===== src/hdl/bmmmv_pkg.sv =====
// Shared types and constants for the block min/max/mean/variance unit.
// Used by the front end, the block queue, the back end and the top level.
`timescale 1ns / 1ps
`default_nettype none

package bmmmv_pkg;

	localparam int SAMPLE_W    = 16;
	localparam int SAMPLE_BITS = 16;
	localparam int MAX_SAMPLES = 131072;
	localparam int COUNT_W     = 18;
	localparam int SUM_W       = 33;
	localparam int SQ_W        = 2 * SAMPLE_W;
	localparam int SQ_SUM_W    = 49;
	localparam int VAR_W       = 32;
	localparam int QUEUE_DEPTH = 2;
	localparam int QCNT_W      = 2;
	localparam int DIV_STEPS   = SQ_SUM_W;
	localparam int SQRT_STEPS  = VAR_W / 2;
	localparam int ITER_W      = 6;

	localparam logic [SAMPLE_W-1:0] SAMPLE_MASK = SAMPLE_W'((1 << SAMPLE_BITS) - 1);

	// Snapshot of one finished block, handed from front to back
	typedef struct packed {
		logic [SAMPLE_W-1:0] minimum;
		logic [SAMPLE_W-1:0] maximum;
		logic [SUM_W-1:0]    sample_sum;
		logic [SQ_SUM_W-1:0] square_sum;
		logic [COUNT_W-1:0]  sample_count;
		logic                saturated;
	} block_t;

	// Queue status seen by the front and back
	typedef struct packed {
		logic [QCNT_W-1:0] count;
		logic              empty;
	} queue_stat_t;

endpackage

`default_nettype wire


===== src/hdl/bmmmv_if.sv =====
// Valid/ready channel interfaces for samples and block results.
// Depends on bmmmv_pkg for field widths.
`timescale 1ns / 1ps
`default_nettype none

interface bmmmv_in_if;
	logic                          valid;
	logic                          ready;
	logic [bmmmv_pkg::SAMPLE_W-1:0] sample;
	logic                          last_sample;

	modport source (output valid, output sample, output last_sample, input ready);
	modport sink   (input valid, input sample, input last_sample, output ready);
endinterface

interface bmmmv_out_if;
	logic                          valid;
	logic                          ready;
	logic [bmmmv_pkg::SAMPLE_W-1:0] minimum;
	logic [bmmmv_pkg::SAMPLE_W-1:0] maximum;
	logic [bmmmv_pkg::SAMPLE_W-1:0] mean_value;
	logic [bmmmv_pkg::VAR_W-1:0]    variance;
	logic [bmmmv_pkg::SAMPLE_W-1:0] std_deviation;
	logic                          overflow;

	modport source (output valid, output minimum, output maximum, output mean_value,
		output variance, output std_deviation, output overflow, input ready);
	modport sink   (input valid, input minimum, input maximum, input mean_value,
		input variance, input std_deviation, input overflow, output ready);
endinterface

`default_nettype wire


===== src/hdl/bmmmv_front.sv =====
// Front end: takes samples, squares them and accumulates block statistics.
// Pushes one block snapshot per last sample. Depends on bmmmv_pkg, bmmmv_if.
`timescale 1ns / 1ps
`default_nettype none

module bmmmv_front (
	input  wire logic                   clk,
	input  wire logic                   arst_n,
	bmmmv_in_if.sink                    samples,
	input  wire bmmmv_pkg::queue_stat_t qstat,
	output logic                        push,
	output bmmmv_pkg::block_t           push_block
);

	logic                              valid_s1;
	logic                              last_s1;
	logic [bmmmv_pkg::SAMPLE_W-1:0]    sample_s1;
	logic [bmmmv_pkg::SQ_W-1:0]        square_s1;

	logic [bmmmv_pkg::SAMPLE_W-1:0]    min_q;
	logic [bmmmv_pkg::SAMPLE_W-1:0]    max_q;
	logic [bmmmv_pkg::SUM_W-1:0]       sum_q;
	logic [bmmmv_pkg::SQ_SUM_W-1:0]    sq_sum_q;
	logic [bmmmv_pkg::COUNT_W-1:0]     count_q;
	logic                              sat_q;

	logic [bmmmv_pkg::SAMPLE_W-1:0]    masked;
	logic [bmmmv_pkg::QCNT_W:0]        pending;
	bmmmv_pkg::block_t                 nxt;

	// Take a sample only if its block snapshot is sure to find queue room
	assign pending       = {1'b0, qstat.count} + (bmmmv_pkg::QCNT_W+1)'(valid_s1 & last_s1);
	assign samples.ready = pending < (bmmmv_pkg::QCNT_W+1)'(bmmmv_pkg::QUEUE_DEPTH);
	assign masked        = samples.sample & bmmmv_pkg::SAMPLE_MASK;

	// Stage 1: register the sample and its square
	always_ff @(posedge clk or negedge arst_n) begin
		if (!arst_n) begin
			valid_s1  <= 1'b0;
			last_s1   <= 1'b0;
			sample_s1 <= '0;
			square_s1 <= '0;
		end else begin
			valid_s1 <= samples.valid & samples.ready;
			if (samples.valid && samples.ready) begin
				last_s1   <= samples.last_sample;
				sample_s1 <= masked;
				square_s1 <= masked * masked;
			end
		end
	end

	// Next block state including the stage 1 sample
	always_comb begin
		nxt.minimum      = min_q;
		nxt.maximum      = max_q;
		nxt.sample_sum   = sum_q;
		nxt.square_sum   = sq_sum_q;
		nxt.sample_count = count_q;
		nxt.saturated    = sat_q;
		if (count_q >= bmmmv_pkg::COUNT_W'(bmmmv_pkg::MAX_SAMPLES)) begin
			nxt.saturated = 1'b1;
		end else begin
			if (count_q == '0) begin
				nxt.minimum = sample_s1;
				nxt.maximum = sample_s1;
			end else begin
				if (sample_s1 < min_q) nxt.minimum = sample_s1;
				if (sample_s1 > max_q) nxt.maximum = sample_s1;
			end
			nxt.sample_sum   = sum_q + bmmmv_pkg::SUM_W'(sample_s1);
			nxt.square_sum   = sq_sum_q + bmmmv_pkg::SQ_SUM_W'(square_s1);
			nxt.sample_count = count_q + 1'b1;
		end
	end

	assign push       = valid_s1 & last_s1;
	assign push_block = nxt;

	// Stage 2: accumulate, clear after the last sample of a block
	always_ff @(posedge clk or negedge arst_n) begin
		if (!arst_n) begin
			min_q    <= '0;
			max_q    <= '0;
			sum_q    <= '0;
			sq_sum_q <= '0;
			count_q  <= '0;
			sat_q    <= 1'b0;
		end else if (valid_s1) begin
			if (last_s1) begin
				min_q    <= '0;
				max_q    <= '0;
				sum_q    <= '0;
				sq_sum_q <= '0;
				count_q  <= '0;
				sat_q    <= 1'b0;
			end else begin
				min_q    <= nxt.minimum;
				max_q    <= nxt.maximum;
				sum_q    <= nxt.sample_sum;
				sq_sum_q <= nxt.square_sum;
				count_q  <= nxt.sample_count;
				sat_q    <= nxt.saturated;
			end
		end
	end

endmodule

`default_nettype wire


===== src/hdl/bmmmv_queue.sv =====
// Two-entry queue of finished block snapshots between front and back.
// Depends on bmmmv_pkg.
`timescale 1ns / 1ps
`default_nettype none

module bmmmv_queue (
	input  wire logic                   clk,
	input  wire logic                   arst_n,
	input  wire logic                   push,
	input  wire bmmmv_pkg::block_t      push_block,
	input  wire logic                   pop,
	output bmmmv_pkg::block_t           head,
	output bmmmv_pkg::queue_stat_t      qstat
);

	bmmmv_pkg::block_t                 entries_q [bmmmv_pkg::QUEUE_DEPTH];
	logic                              wr_ptr_q;
	logic                              rd_ptr_q;
	logic [bmmmv_pkg::QCNT_W-1:0]      count_q;

	assign head        = entries_q[rd_ptr_q];
	assign qstat.count = count_q;
	assign qstat.empty = (count_q == '0);

	// Store snapshots; the front never pushes into a full queue
	always_ff @(posedge clk) begin
		if (push) begin
			entries_q[wr_ptr_q] <= push_block;
		end
	end

	// Advance pointers and occupancy
	always_ff @(posedge clk or negedge arst_n) begin
		if (!arst_n) begin
			wr_ptr_q <= 1'b0;
			rd_ptr_q <= 1'b0;
			count_q  <= '0;
		end else begin
			if (push) wr_ptr_q <= ~wr_ptr_q;
			if (pop)  rd_ptr_q <= ~rd_ptr_q;
			case ({push, pop})
				2'b10:   count_q <= count_q + 1'b1;
				2'b01:   count_q <= count_q - 1'b1;
				default: count_q <= count_q;
			endcase
		end
	end

endmodule

`default_nettype wire


===== src/hdl/bmmmv_back.sv =====
// Back end: divides sums by count, forms variance and its square root,
// and holds the result in an output register. Depends on bmmmv_pkg, bmmmv_if.
`timescale 1ns / 1ps
`default_nettype none

module bmmmv_back (
	input  wire logic                   clk,
	input  wire logic                   arst_n,
	input  wire bmmmv_pkg::block_t      head,
	input  wire bmmmv_pkg::queue_stat_t qstat,
	output logic                        pop,
	bmmmv_out_if.source                 results
);

	typedef enum logic [2:0] {
		ST_IDLE,
		ST_DIV,
		ST_MUL,
		ST_SUB,
		ST_SQRT,
		ST_DONE
	} state_t;

	state_t                            state_q;
	logic [bmmmv_pkg::ITER_W-1:0]      iter_q;

	logic [bmmmv_pkg::SAMPLE_W-1:0]    min_q;
	logic [bmmmv_pkg::SAMPLE_W-1:0]    max_q;
	logic                              sat_q;
	logic [bmmmv_pkg::COUNT_W-1:0]     divisor_q;
	logic [bmmmv_pkg::SQ_SUM_W-1:0]    dvd_sum_q;
	logic [bmmmv_pkg::SQ_SUM_W-1:0]    dvd_sq_q;
	logic [bmmmv_pkg::COUNT_W-1:0]     rem_sum_q;
	logic [bmmmv_pkg::COUNT_W-1:0]     rem_sq_q;
	logic [bmmmv_pkg::SAMPLE_W-1:0]    mean_q;
	logic [bmmmv_pkg::VAR_W-1:0]       msq_q;
	logic [bmmmv_pkg::VAR_W-1:0]       m2_q;
	logic [bmmmv_pkg::VAR_W-1:0]       var_q;
	logic [bmmmv_pkg::VAR_W-1:0]       rad_q;
	logic [bmmmv_pkg::VAR_W-1:0]       root_q;
	logic [bmmmv_pkg::VAR_W-1:0]       bit_q;

	logic                              out_valid_q;
	logic [bmmmv_pkg::SAMPLE_W-1:0]    out_min_q;
	logic [bmmmv_pkg::SAMPLE_W-1:0]    out_max_q;
	logic [bmmmv_pkg::SAMPLE_W-1:0]    out_mean_q;
	logic [bmmmv_pkg::VAR_W-1:0]       out_var_q;
	logic [bmmmv_pkg::SAMPLE_W-1:0]    out_sd_q;
	logic                              out_ovf_q;

	logic [bmmmv_pkg::COUNT_W:0]       rx_sum;
	logic [bmmmv_pkg::COUNT_W:0]       rx_sq;
	logic                              ge_sum;
	logic                              ge_sq;
	logic [bmmmv_pkg::COUNT_W:0]       rn_sum;
	logic [bmmmv_pkg::COUNT_W:0]       rn_sq;
	logic [bmmmv_pkg::VAR_W:0]         trial;
	logic                              take;
	logic                              out_free;
	logic                              out_load;

	assign pop      = (state_q == ST_IDLE) && !qstat.empty;
	assign out_free = !out_valid_q || results.ready;
	assign out_load = (state_q == ST_DONE) && out_free;

	// One restoring division step for both quotients
	always_comb begin
		rx_sum = {rem_sum_q, dvd_sum_q[bmmmv_pkg::SQ_SUM_W-1]};
		rx_sq  = {rem_sq_q, dvd_sq_q[bmmmv_pkg::SQ_SUM_W-1]};
		ge_sum = rx_sum >= {1'b0, divisor_q};
		ge_sq  = rx_sq >= {1'b0, divisor_q};
		rn_sum = ge_sum ? rx_sum - {1'b0, divisor_q} : rx_sum;
		rn_sq  = ge_sq ? rx_sq - {1'b0, divisor_q} : rx_sq;
	end

	// One square root step
	assign trial = {1'b0, root_q} + {1'b0, bit_q};
	assign take  = {1'b0, rad_q} >= trial;

	// Sequence division, squaring, subtraction and square root
	always_ff @(posedge clk or negedge arst_n) begin
		if (!arst_n) begin
			state_q     <= ST_IDLE;
			iter_q      <= '0;
			out_valid_q <= 1'b0;
		end else begin
			// Raise valid on a load, drop it after its transfer
			if (out_load) begin
				out_valid_q <= 1'b1;
			end else if (results.valid && results.ready) begin
				out_valid_q <= 1'b0;
			end
			case (state_q)
				ST_IDLE: begin
					if (!qstat.empty) begin
						min_q     <= head.minimum;
						max_q     <= head.maximum;
						sat_q     <= head.saturated;
						divisor_q <= head.sample_count;
						dvd_sum_q <= bmmmv_pkg::SQ_SUM_W'(head.sample_sum);
						dvd_sq_q  <= head.square_sum;
						rem_sum_q <= '0;
						rem_sq_q  <= '0;
						mean_q    <= '0;
						msq_q     <= '0;
						iter_q    <= bmmmv_pkg::ITER_W'(bmmmv_pkg::DIV_STEPS - 1);
						state_q   <= ST_DIV;
					end
				end
				ST_DIV: begin
					rem_sum_q <= rn_sum[bmmmv_pkg::COUNT_W-1:0];
					rem_sq_q  <= rn_sq[bmmmv_pkg::COUNT_W-1:0];
					dvd_sum_q <= dvd_sum_q << 1;
					dvd_sq_q  <= dvd_sq_q << 1;
					mean_q    <= {mean_q[bmmmv_pkg::SAMPLE_W-2:0], ge_sum};
					msq_q     <= {msq_q[bmmmv_pkg::VAR_W-2:0], ge_sq};
					iter_q    <= iter_q - 1'b1;
					if (iter_q == '0) state_q <= ST_MUL;
				end
				ST_MUL: begin
					m2_q    <= mean_q * mean_q;
					state_q <= ST_SUB;
				end
				ST_SUB: begin
					var_q   <= (msq_q > m2_q) ? msq_q - m2_q : '0;
					rad_q   <= (msq_q > m2_q) ? msq_q - m2_q : '0;
					root_q  <= '0;
					bit_q   <= bmmmv_pkg::VAR_W'(1) << (bmmmv_pkg::VAR_W - 2);
					iter_q  <= bmmmv_pkg::ITER_W'(bmmmv_pkg::SQRT_STEPS - 1);
					state_q <= ST_SQRT;
				end
				ST_SQRT: begin
					if (take) begin
						rad_q  <= rad_q - trial[bmmmv_pkg::VAR_W-1:0];
						root_q <= (root_q >> 1) + bit_q;
					end else begin
						root_q <= root_q >> 1;
					end
					bit_q  <= bit_q >> 2;
					iter_q <= iter_q - 1'b1;
					if (iter_q == '0) state_q <= ST_DONE;
				end
				ST_DONE: begin
					if (out_load) begin
						out_min_q   <= min_q;
						out_max_q   <= max_q;
						out_mean_q  <= mean_q;
						out_var_q   <= var_q;
						out_sd_q    <= root_q[bmmmv_pkg::SAMPLE_W-1:0];
						out_ovf_q   <= sat_q;
						state_q     <= ST_IDLE;
					end
				end
				default: begin
					state_q <= ST_IDLE;
				end
			endcase
		end
	end

	assign results.valid         = out_valid_q;
	assign results.minimum       = out_min_q;
	assign results.maximum       = out_max_q;
	assign results.mean_value    = out_mean_q;
	assign results.variance      = out_var_q;
	assign results.std_deviation = out_sd_q;
	assign results.overflow      = out_ovf_q;

endmodule

`default_nettype wire


===== src/hdl/block_min_max_mean_variance.sv =====
// Top level of the block min/max/mean/variance unit.
// Depends on bmmmv_pkg, bmmmv_if, bmmmv_front, bmmmv_queue, bmmmv_back.
//
// Usage:
//   samples: valid/ready channel of unsigned Q1.15 samples; last_sample marks
//     the final sample of a block, which is itself part of the block.
//   results: valid/ready channel with one item per block: min, max, mean,
//     variance (units of 2^-30) and standard deviation; overflow is set when
//     the block offered more than 131072 samples (only the first are used).
//   Throughput: one sample per cycle while samples.ready is high; ready drops
//     when the queue lacks room. Each block passes the back end in one load,
//     49 shared division steps for both quotients, one multiply, one subtract,
//     16 square root steps and one output load.
//   Two finished blocks can wait between front and back; when both slots are
//     taken, samples stall until the back end frees one, so very short blocks
//     run at the pace of the back end.
//   Stall: a result waits in the output register while results.ready is low;
//     the back end finishes the next block and holds it until the register
//     frees, and the front keeps taking samples as long as queue room remains.
//   Reset (arst_n low): clears the running block, the queue and the output.
`timescale 1ns / 1ps
`default_nettype none

module block_min_max_mean_variance (
	input  wire logic clk,
	input  wire logic arst_n,
	bmmmv_in_if.sink    samples,
	bmmmv_out_if.source results
);

	logic                   push;
	logic                   pop;
	bmmmv_pkg::block_t      push_block;
	bmmmv_pkg::block_t      head;
	bmmmv_pkg::queue_stat_t qstat;

	bmmmv_front u_front (
		.clk        (clk),
		.arst_n     (arst_n),
		.samples    (samples),
		.qstat      (qstat),
		.push       (push),
		.push_block (push_block)
	);

	bmmmv_queue u_queue (
		.clk        (clk),
		.arst_n     (arst_n),
		.push       (push),
		.push_block (push_block),
		.pop        (pop),
		.head       (head),
		.qstat      (qstat)
	);

	bmmmv_back u_back (
		.clk     (clk),
		.arst_n  (arst_n),
		.head    (head),
		.qstat   (qstat),
		.pop     (pop),
		.results (results)
	);

endmodule

`default_nettype wire

===== src/flat_wrapper.sv =====
// flat-port wrapper written by rule: the top's interface ports become plain ports
module block_min_max_mean_variance_flat 
  (clk, arst_n, samples_valid, samples_sample, samples_last_sample, samples_ready, results_valid, results_minimum, results_maximum, results_mean_value, results_variance, results_std_deviation, results_overflow, results_ready);
  bmmmv_in_if samples_i ();
  bmmmv_out_if results_i ();
  input  wire logic clk;
  input  wire logic arst_n;
  input wire logic [$bits(samples_i.valid)-1:0] samples_valid;
  input wire logic [$bits(samples_i.sample)-1:0] samples_sample;
  input wire logic [$bits(samples_i.last_sample)-1:0] samples_last_sample;
  output wire logic [$bits(samples_i.ready)-1:0] samples_ready;
  output wire logic [$bits(results_i.valid)-1:0] results_valid;
  output wire logic [$bits(results_i.minimum)-1:0] results_minimum;
  output wire logic [$bits(results_i.maximum)-1:0] results_maximum;
  output wire logic [$bits(results_i.mean_value)-1:0] results_mean_value;
  output wire logic [$bits(results_i.variance)-1:0] results_variance;
  output wire logic [$bits(results_i.std_deviation)-1:0] results_std_deviation;
  output wire logic [$bits(results_i.overflow)-1:0] results_overflow;
  input wire logic [$bits(results_i.ready)-1:0] results_ready;
  assign samples_i.valid = samples_valid;
  assign samples_i.sample = samples_sample;
  assign samples_i.last_sample = samples_last_sample;
  assign samples_ready = samples_i.ready;
  assign results_valid = results_i.valid;
  assign results_minimum = results_i.minimum;
  assign results_maximum = results_i.maximum;
  assign results_mean_value = results_i.mean_value;
  assign results_variance = results_i.variance;
  assign results_std_deviation = results_i.std_deviation;
  assign results_overflow = results_i.overflow;
  assign results_i.ready = results_ready;
  block_min_max_mean_variance u_core (.clk(clk), .arst_n(arst_n), .samples(samples_i), .results(results_i));
endmodule

===== config.mk =====
export PLATFORM = sky130hd
export DESIGN_NAME = block_min_max_mean_variance_flat
export DESIGN_NICKNAME = d
export VERILOG_FILES = /design/src/hdl/bmmmv_pkg.sv /design/src/hdl/bmmmv_if.sv /design/src/hdl/bmmmv_front.sv /design/src/hdl/bmmmv_queue.sv /design/src/hdl/bmmmv_back.sv /design/src/hdl/block_min_max_mean_variance.sv /design/src/flat_wrapper.sv
export SDC_FILE = /design/constraint.sdc
export NUM_CORES = 2
export LEC_CHECK = 0
export BUFFER_PORTS_ARGS = -buffer_cell sky130_fd_sc_hd__buf_2
export CAP_MARGIN = 10
export CORE_MARGIN = 2
export CORE_UTILIZATION = 64
export DETAILED_ROUTE_END_ITERATION = 10
export GPL_TIMING_DRIVEN = 1
export PLACE_DENSITY_LB_ADDON = 0.08
export RECOVER_POWER = 25
export SKIP_CTS_REPAIR_TIMING = 1
export SYNTH_ARGS = -nofsm -noshare
export SYNTH_HDL_FRONTEND = slang
export SYNTH_SLANG_ARGS = --single-unit

===== constraint.sdc =====
create_clock -name clk -period 11.6 [get_ports clk]
set_input_delay 1.16 -clock clk [delete_from_list [all_inputs] [get_ports clk]]
set_output_delay 1.16 -clock clk [all_outputs]
set_load 0.05 [all_outputs]

# == Word level (Yosys, flattened, before mapping) ==
# Memory sizes are Yosys's and may differ from the RTL's.
# Cells that the tools add are included.
# word_totals
in_bits,21
word_cells,147
register_bits,687
ramBits,266
n_memories,1
output_inout_bits,99
# mem_list
memory,depth,width,rd,rd_clocked_by_memory_dff,wr,line_no,rtl
u_core.u_queue.entries_q,2,133,1,0,1,bmmmv_queue.sv:16,bmmmv_pkg::block_t entries_q [bmmmv_pkg::QUEUE_DEPTH];
# classes
bitwise,6
addsub,13
reduce_logical,26
n_mux,42
multipliers,2
order_cmp,8
eq_ne,12
# op_table
cell,n
$pmux W32 S2,4
$pmux W49 S2,2
$mux W32,5
$mux W49,3
$mux W132,1
$mux W16,5
$mux W18,4
$pmux W18 S2,2
$mul A16 B16 Y32,2
$sub A32 B32 Y32,2
$add A49 B32 Y49,1
$ge A19 B18 Y1,2
$sub A18 B18 Y18,2
$add A32 B32 Y33,1
$add A33 B16 Y33,1
$ge A32 B33 Y1,1
$mux W33,1
$add A31 B32 Y32,1
$gt A32 B32 Y1,1
$pmux W16 S2,1
$add A18 B1 Y18 const B,1
$ge A18 B18 Y1 const B,1
$logic_not A18 Y1,1
$pmux W3 S6,1
other kinds (32),63

# == Logic depth before layout (Yosys ltp) ==
# depth
depth_word,5
ltp_mapped,27
depth_no_buf,25

# == By module ==
# From an unflattened synthesis, not the netlist that was laid out.
# unflattened
cells_unflattened,5756
area_unflattened_um2,62381.1
# by_module_without_submodules
mod,n_inst,seq_area_each_um2,area_each_um2,cells_per_inst
bmmmv_back,1,14453.9,32473.6,3043
bmmmv_front,1,4529.3,19894.1,2284
bmmmv_queue,1,8087.8,10013.4,429

# == Worst setup path before layout ==
# Ideal clock, no wire load.
# synth_path
kind,input to register
startpoint,in arst_n
endpoint,"reg u_core.u_back.dvd_sq_q[0] in the netlist's numbering, enable pin"
path_buffers,0
stages,2
slack_ns,2.100
setup_time_ns,0.727
required_time_ns,10.873
arrival_time_ns,8.773
cell_sequence,nand2_1 -> nor2_1
# synth_between
elab_chain_len,1
# synth_lines
element,line_no,rtl
from (decl),flat_wrapper.sv:7,input wire logic arst_n;
$reduce_and A3 Y1 (no source line),-,
to (signal assigned),bmmmv_back.sv:101,dvd_sq_q <= head.square_sum;
to (signal assigned),bmmmv_back.sv:114,dvd_sq_q <= dvd_sq_q << 1;
to (decl),bmmmv_back.sv:32,logic [bmmmv_pkg::SQ_SUM_W-1:0] dvd_sq_q;
# Every way passes these cells.
# A chain may end at the register's enable or synchronous reset.

# == Worst setup path after layout ==
# layout_path
startpoint,reg u_core.u_back.mean_q[12] in the netlist's numbering
endpoint,reg u_core.u_back.m2_q[30] in the netlist's numbering (data pin)
# layout_between
elab_chain_len,1
# layout_lines
element,line_no,rtl
from (decl),bmmmv_back.sv:35,logic [bmmmv_pkg::SAMPLE_W-1:0] mean_q;
from (signal assigned),bmmmv_back.sv:115,"mean_q <= {mean_q[bmmmv_pkg::SAMPLE_W-2:0], ge_sum};"
$mul A16 B16 Y32,bmmmv_back.sv:121,m2_q <= mean_q * mean_q;
to (signal assigned),bmmmv_back.sv:121,
to (decl),bmmmv_back.sv:37,logic [bmmmv_pkg::VAR_W-1:0] m2_q;
# Every way passes these cells.

==> run summary <==
The logs give 0.907 for the placer congestion estimate and 36.4% for the global-route met1 utilization. TritonCTS built the clock tree. After layout, the minimum clock period comes to 7.38 ns. The site row count was 112; the total inserted antenna cells was 0. Buffers placed on the I/O ports in this run total 119.

The logs give 0 ns for the summed negative setup slack over all endpoints and 0 for the final hold violation count. For this run, the number of Yosys warnings is 0. Timing analysis after detailed placement gives a worst setup slack of 3.97 ns. Most crowded layer after global routing: met2. The logs give 64.8% for the starting density of the core and 2846 for the number of violations reported at the end of detailed-routing iteration 0.

The critical path starts at u_core.u_back.mean_q[12]. The layout has 6934 filler cells. Dividing the synthesized area by the synthesized cell count gives 10.9 um^2. The met3 track demand over resource was 2.99%. Sequential elements use 44.6% of the synthesized area. Of the cells placed in the final design, the portion with a size suffix greater than 1 is 7.67%. Headroom to the max-slew limit came out at -151%.

For the die area, the log shows 97300 um^2. The clock net in this run drives a total of 934 sinks. Relative to the synthesized area, the layout overhead comes to 8.41%. Detailed placement finished with a half-perimeter wire length of 94500 um. The post-layout instance area came out at 65800 um^2. At the end of the flow, the number of nets in the layout was 6386. After layout, the worst setup slack is 4.22 ns.

For this run, global-route usage on met2 was measured as 48.9%. The worst setup path is captured at a register. The number of clock buffers added by TritonCTS is 98. The worst hold path was traced through 0 stages. The origin of the critical flop-to-flop path is u_core.u_back.mean_q[12]. The tools report the master cell of the clock root buffer as sky130_fd_sc_hd__clkbuf_16. The first global-routing pass estimated 219000 um of wire. The critical path arrival came out at 7.78 ns. Synthesis-stage register bit count: 934. Based on the critical path, the design can be clocked at up to 0.136 GHz. The tools report the number of antenna violations at the first check in global routing as 0. The worst setup path is of the register to register kind.

After global routing the overflow that remains totals 0. Synthesis produced 5577 cells. The synthesized design contains 739 enable-type register cells.

The overall die height is 312 um, and the maximum level of the CTS H-tree is 3. The die is 312 um wide. The floorplan step defined a core boundary enclosing 93600 um^2.

The via count of the first global-routing pass came out at 42300. Setup repair after global routing left no endpoint under its margin. The final clock period utilization by the worst path works out to 63.6%. The detailed-route wire length per cell is 19.2 um. Across the run, the number of max-cap violations was 11. In this run the worst path has a maximum fanout of 13.

For the max-slew violation count, the log shows 484. In the synthesized netlist the dominant register cell turns out to be sky130_fd_sc_hd__edfxtp_1. Counting cells, the worst reg-to-reg path comes to 24. The clock passes through at most 3 buffers. The worst setup path is launched from a register. The tools report the via count as 41400. Slew at the pin closest to its max-slew limit: 3.76 ns. The sequential cell area in the final layout was 27100 um^2. The cell area that synthesis handed to floorplanning was 60700 um^2. The endpoint identified for the worst register-to-register timing path is u_core.u_back.m2_q[30]. Clock skew on the completed layout was measured at 0.0245 ns.

For the number of nets in the synthesized netlist, the log shows 6347. The tools report the number of nets still failing antenna checks after routing as 0. The final reports fail on capacitance limit, slew limit. The total routing usage reported by global routing is 27.8%. Cells fill 70.3% of the core in the end.

Setup violations remaining at the end of the flow were counted as 0. The critical path ends at u_core.u_back.m2_q[30]. The class of the tightest hold or removal check was register to register. The DRC violation count after routing came out at 0. After detailed routing, the number of vias per cell comes to 5.95. Entering global routing, the biggest net connects 118 pins. In the synthesized netlist the async set-or-reset flop fraction comes to 20.9%. The pre-antenna-repair detailed-routing pass consisted of 6 iterations.

At the later pin of the worst-skew pair, clock insertion delay measures 0.67 ns. The placed cell area came out at 62400 um^2. The area taken by multi-input logic gates came out at 30400 um^2. The flow ran to the end, but the final reports show violations.

The critical path required time is 12.00 ns, and the count of unique library cells instantiated by Yosys is 88. For this design the top-level I/O count stands at 120. Clock-pin slew was measured on the worst setup and hold paths at 0.06 ns.

Setup slack on the worst reg-to-reg path comes out at 4.22 ns. For this block, the routed nets add up to 133000 um of wire.
[metrics by stage]
step / hold WS (ns) / cells
after CTS: 0.407 / 6954
after global routing: 0.413 / 6954
final: 0.410 / 6954
after floorplan: 0.400 / 5577
after global placement: 0.401 / 6770
after detailed placement: 0.405 / 6770
[placed cells by master, fill, tap and decap left out, types with 119 or more instances in the layout]
master	n
sky130_fd_sc_hd__o21ai_0	313
sky130_fd_sc_hd__edfxtp_1	739
sky130_fd_sc_hd__inv_1	646
sky130_fd_sc_hd__ha_1	421
sky130_fd_sc_hd__dfrtp_1	194
sky130_fd_sc_hd__xor2_1	120
sky130_fd_sc_hd__a21oi_1	176
sky130_fd_sc_hd__nor2_1	307
sky130_fd_sc_hd__xnor2_1	170
sky130_fd_sc_hd__mux2i_1	119
sky130_fd_sc_hd__nand2_1	585
sky130_fd_sc_hd__fa_1	328
[flip-flops by register name, indices dropped and copies added, names as in the netlist, 18 cells and up]
| name | flops |
|---|---|
| u_core.u_back.dvd_sq_q | 49 |
| u_core.u_back.rem_sum_q | 18 |
| u_core.u_front.square_s1 | 30 |
| u_core.u_front.sq_sum_q | 49 |
| u_core.u_queue.entries_q | 266 |
| u_core.u_back.rad_q | 32 |
| u_core.u_back.dvd_sum_q | 49 |
| u_core.u_front.count_q | 18 |
| u_core.u_back.results.variance | 32 |
| u_core.u_front.sum_q | 33 |
| u_core.u_back.msq_q | 32 |
| u_core.u_back.rem_sq_q | 18 |
| u_core.u_back.m2_q | 31 |
| u_core.u_back.var_q | 32 |
| u_core.u_back.divisor_q | 18 |
| u_core.u_back.root_q | 32 |
[critical path, cell delays in order, from the launching register on]
cell and delay [ns]:
sky130_fd_sc_hd__edfxtp_1 0.31, sky130_fd_sc_hd__clkbuf_1 0.60, sky130_fd_sc_hd__inv_1 0.39, sky130_fd_sc_hd__nor2_1 0.30, sky130_fd_sc_hd__ha_1 0.30, sky130_fd_sc_hd__xor2_1 0.19
sky130_fd_sc_hd__fa_1 0.54, sky130_fd_sc_hd__inv_1 0.05, sky130_fd_sc_hd__fa_1 0.48, sky130_fd_sc_hd__fa_1 0.50, sky130_fd_sc_hd__fa_1 0.49, sky130_fd_sc_hd__inv_1 0.05
sky130_fd_sc_hd__fa_1 0.47, sky130_fd_sc_hd__inv_1 0.05, sky130_fd_sc_hd__ha_1 0.34, sky130_fd_sc_hd__a211oi_1 0.29, sky130_fd_sc_hd__nor2_1 0.11, sky130_fd_sc_hd__o211ai_1 0.20
sky130_fd_sc_hd__o311a_1 0.30, sky130_fd_sc_hd__o2111ai_1 0.16, sky130_fd_sc_hd__a31oi_1 0.27, sky130_fd_sc_hd__nor2b_1 0.07, sky130_fd_sc_hd__o21a_1 0.19, sky130_fd_sc_hd__o41a_1 0.33
sky130_fd_sc_hd__xor2_1 0.15
[cell usage after synthesis, types with 119 or more instances]
library cell               instances  area (um^2)
sky130_fd_sc_hd__nor2_1          313         1170
sky130_fd_sc_hd__clkbuf_1        195          732
sky130_fd_sc_hd__ha_1            421         5270
sky130_fd_sc_hd__inv_1           647         2430
sky130_fd_sc_hd__xnor2_1         170         1490
sky130_fd_sc_hd__mux2i_1         119         1190
sky130_fd_sc_hd__o21ai_0         313         1570
sky130_fd_sc_hd__edfxtp_1        739        22200
sky130_fd_sc_hd__a21oi_1         176          881
sky130_fd_sc_hd__fa_1            328         6570
sky130_fd_sc_hd__xor2_1          120         1050
sky130_fd_sc_hd__dfrtp_1         195         4880
sky130_fd_sc_hd__nand2_1         586         2200
[logic make-up after synthesis]
group | after synthesis | synth area share (%)
AND/OR/NAND/NOR | 1497 | 11.5
buffers and inverters | 867 | 5.39
flip-flops | 934 | 44.6
multiplexers | 193 | 3.34
XOR/XNOR | 290 | 4.19
AO/OA/AOI/OAI | 1047 | 11.5
adder cells (fa/ha/maj) | 749 | 19.5
[how the worst min path moves through the flow]
stage | startpoint | to
global placement | u_core.u_back.var_q[9] | u_core.u_back.results.variance[9]
CTS | arst_n | u_core.u_front.sq_sum_q[44]
global route | u_core.u_back.min_q[13] | u_core.u_back.results.minimum[13]
floorplan | u_core.u_back.max_q[0] | u_core.u_back.results.maximum[0]
detailed placement | u_core.u_back.max_q[11] | u_core.u_back.results.maximum[11]
finish | u_core.u_back.max_q[12] | u_core.u_back.results.maximum[12]
[layer usage]
layer | up-vias | wire [um] | share of wire [%]
li1 | 19600 | - | -
met1 | 20500 | 56100 | 42
met2 | 1064 | 67000 | 50
met3 | 246 | 6270 | 4.7
met4 | 0 | 4020 | 3.0
met5 | - | 0 | 0
[cell type report]
class / instances / area share (%)
inverter: 649 / 3.71
clock buffer: 123 / 4.01
multi-input combinational: 3776 / 46.2
clock inverter: 61 / 1.23
sequential: 934 / 41.1
tap: 1254 / 2.38
timing repair buffer: 157 / 1.28
Power is not shown: default switching activity piles up to over one toggle a cycle in this logic, so the estimate is an artifact.
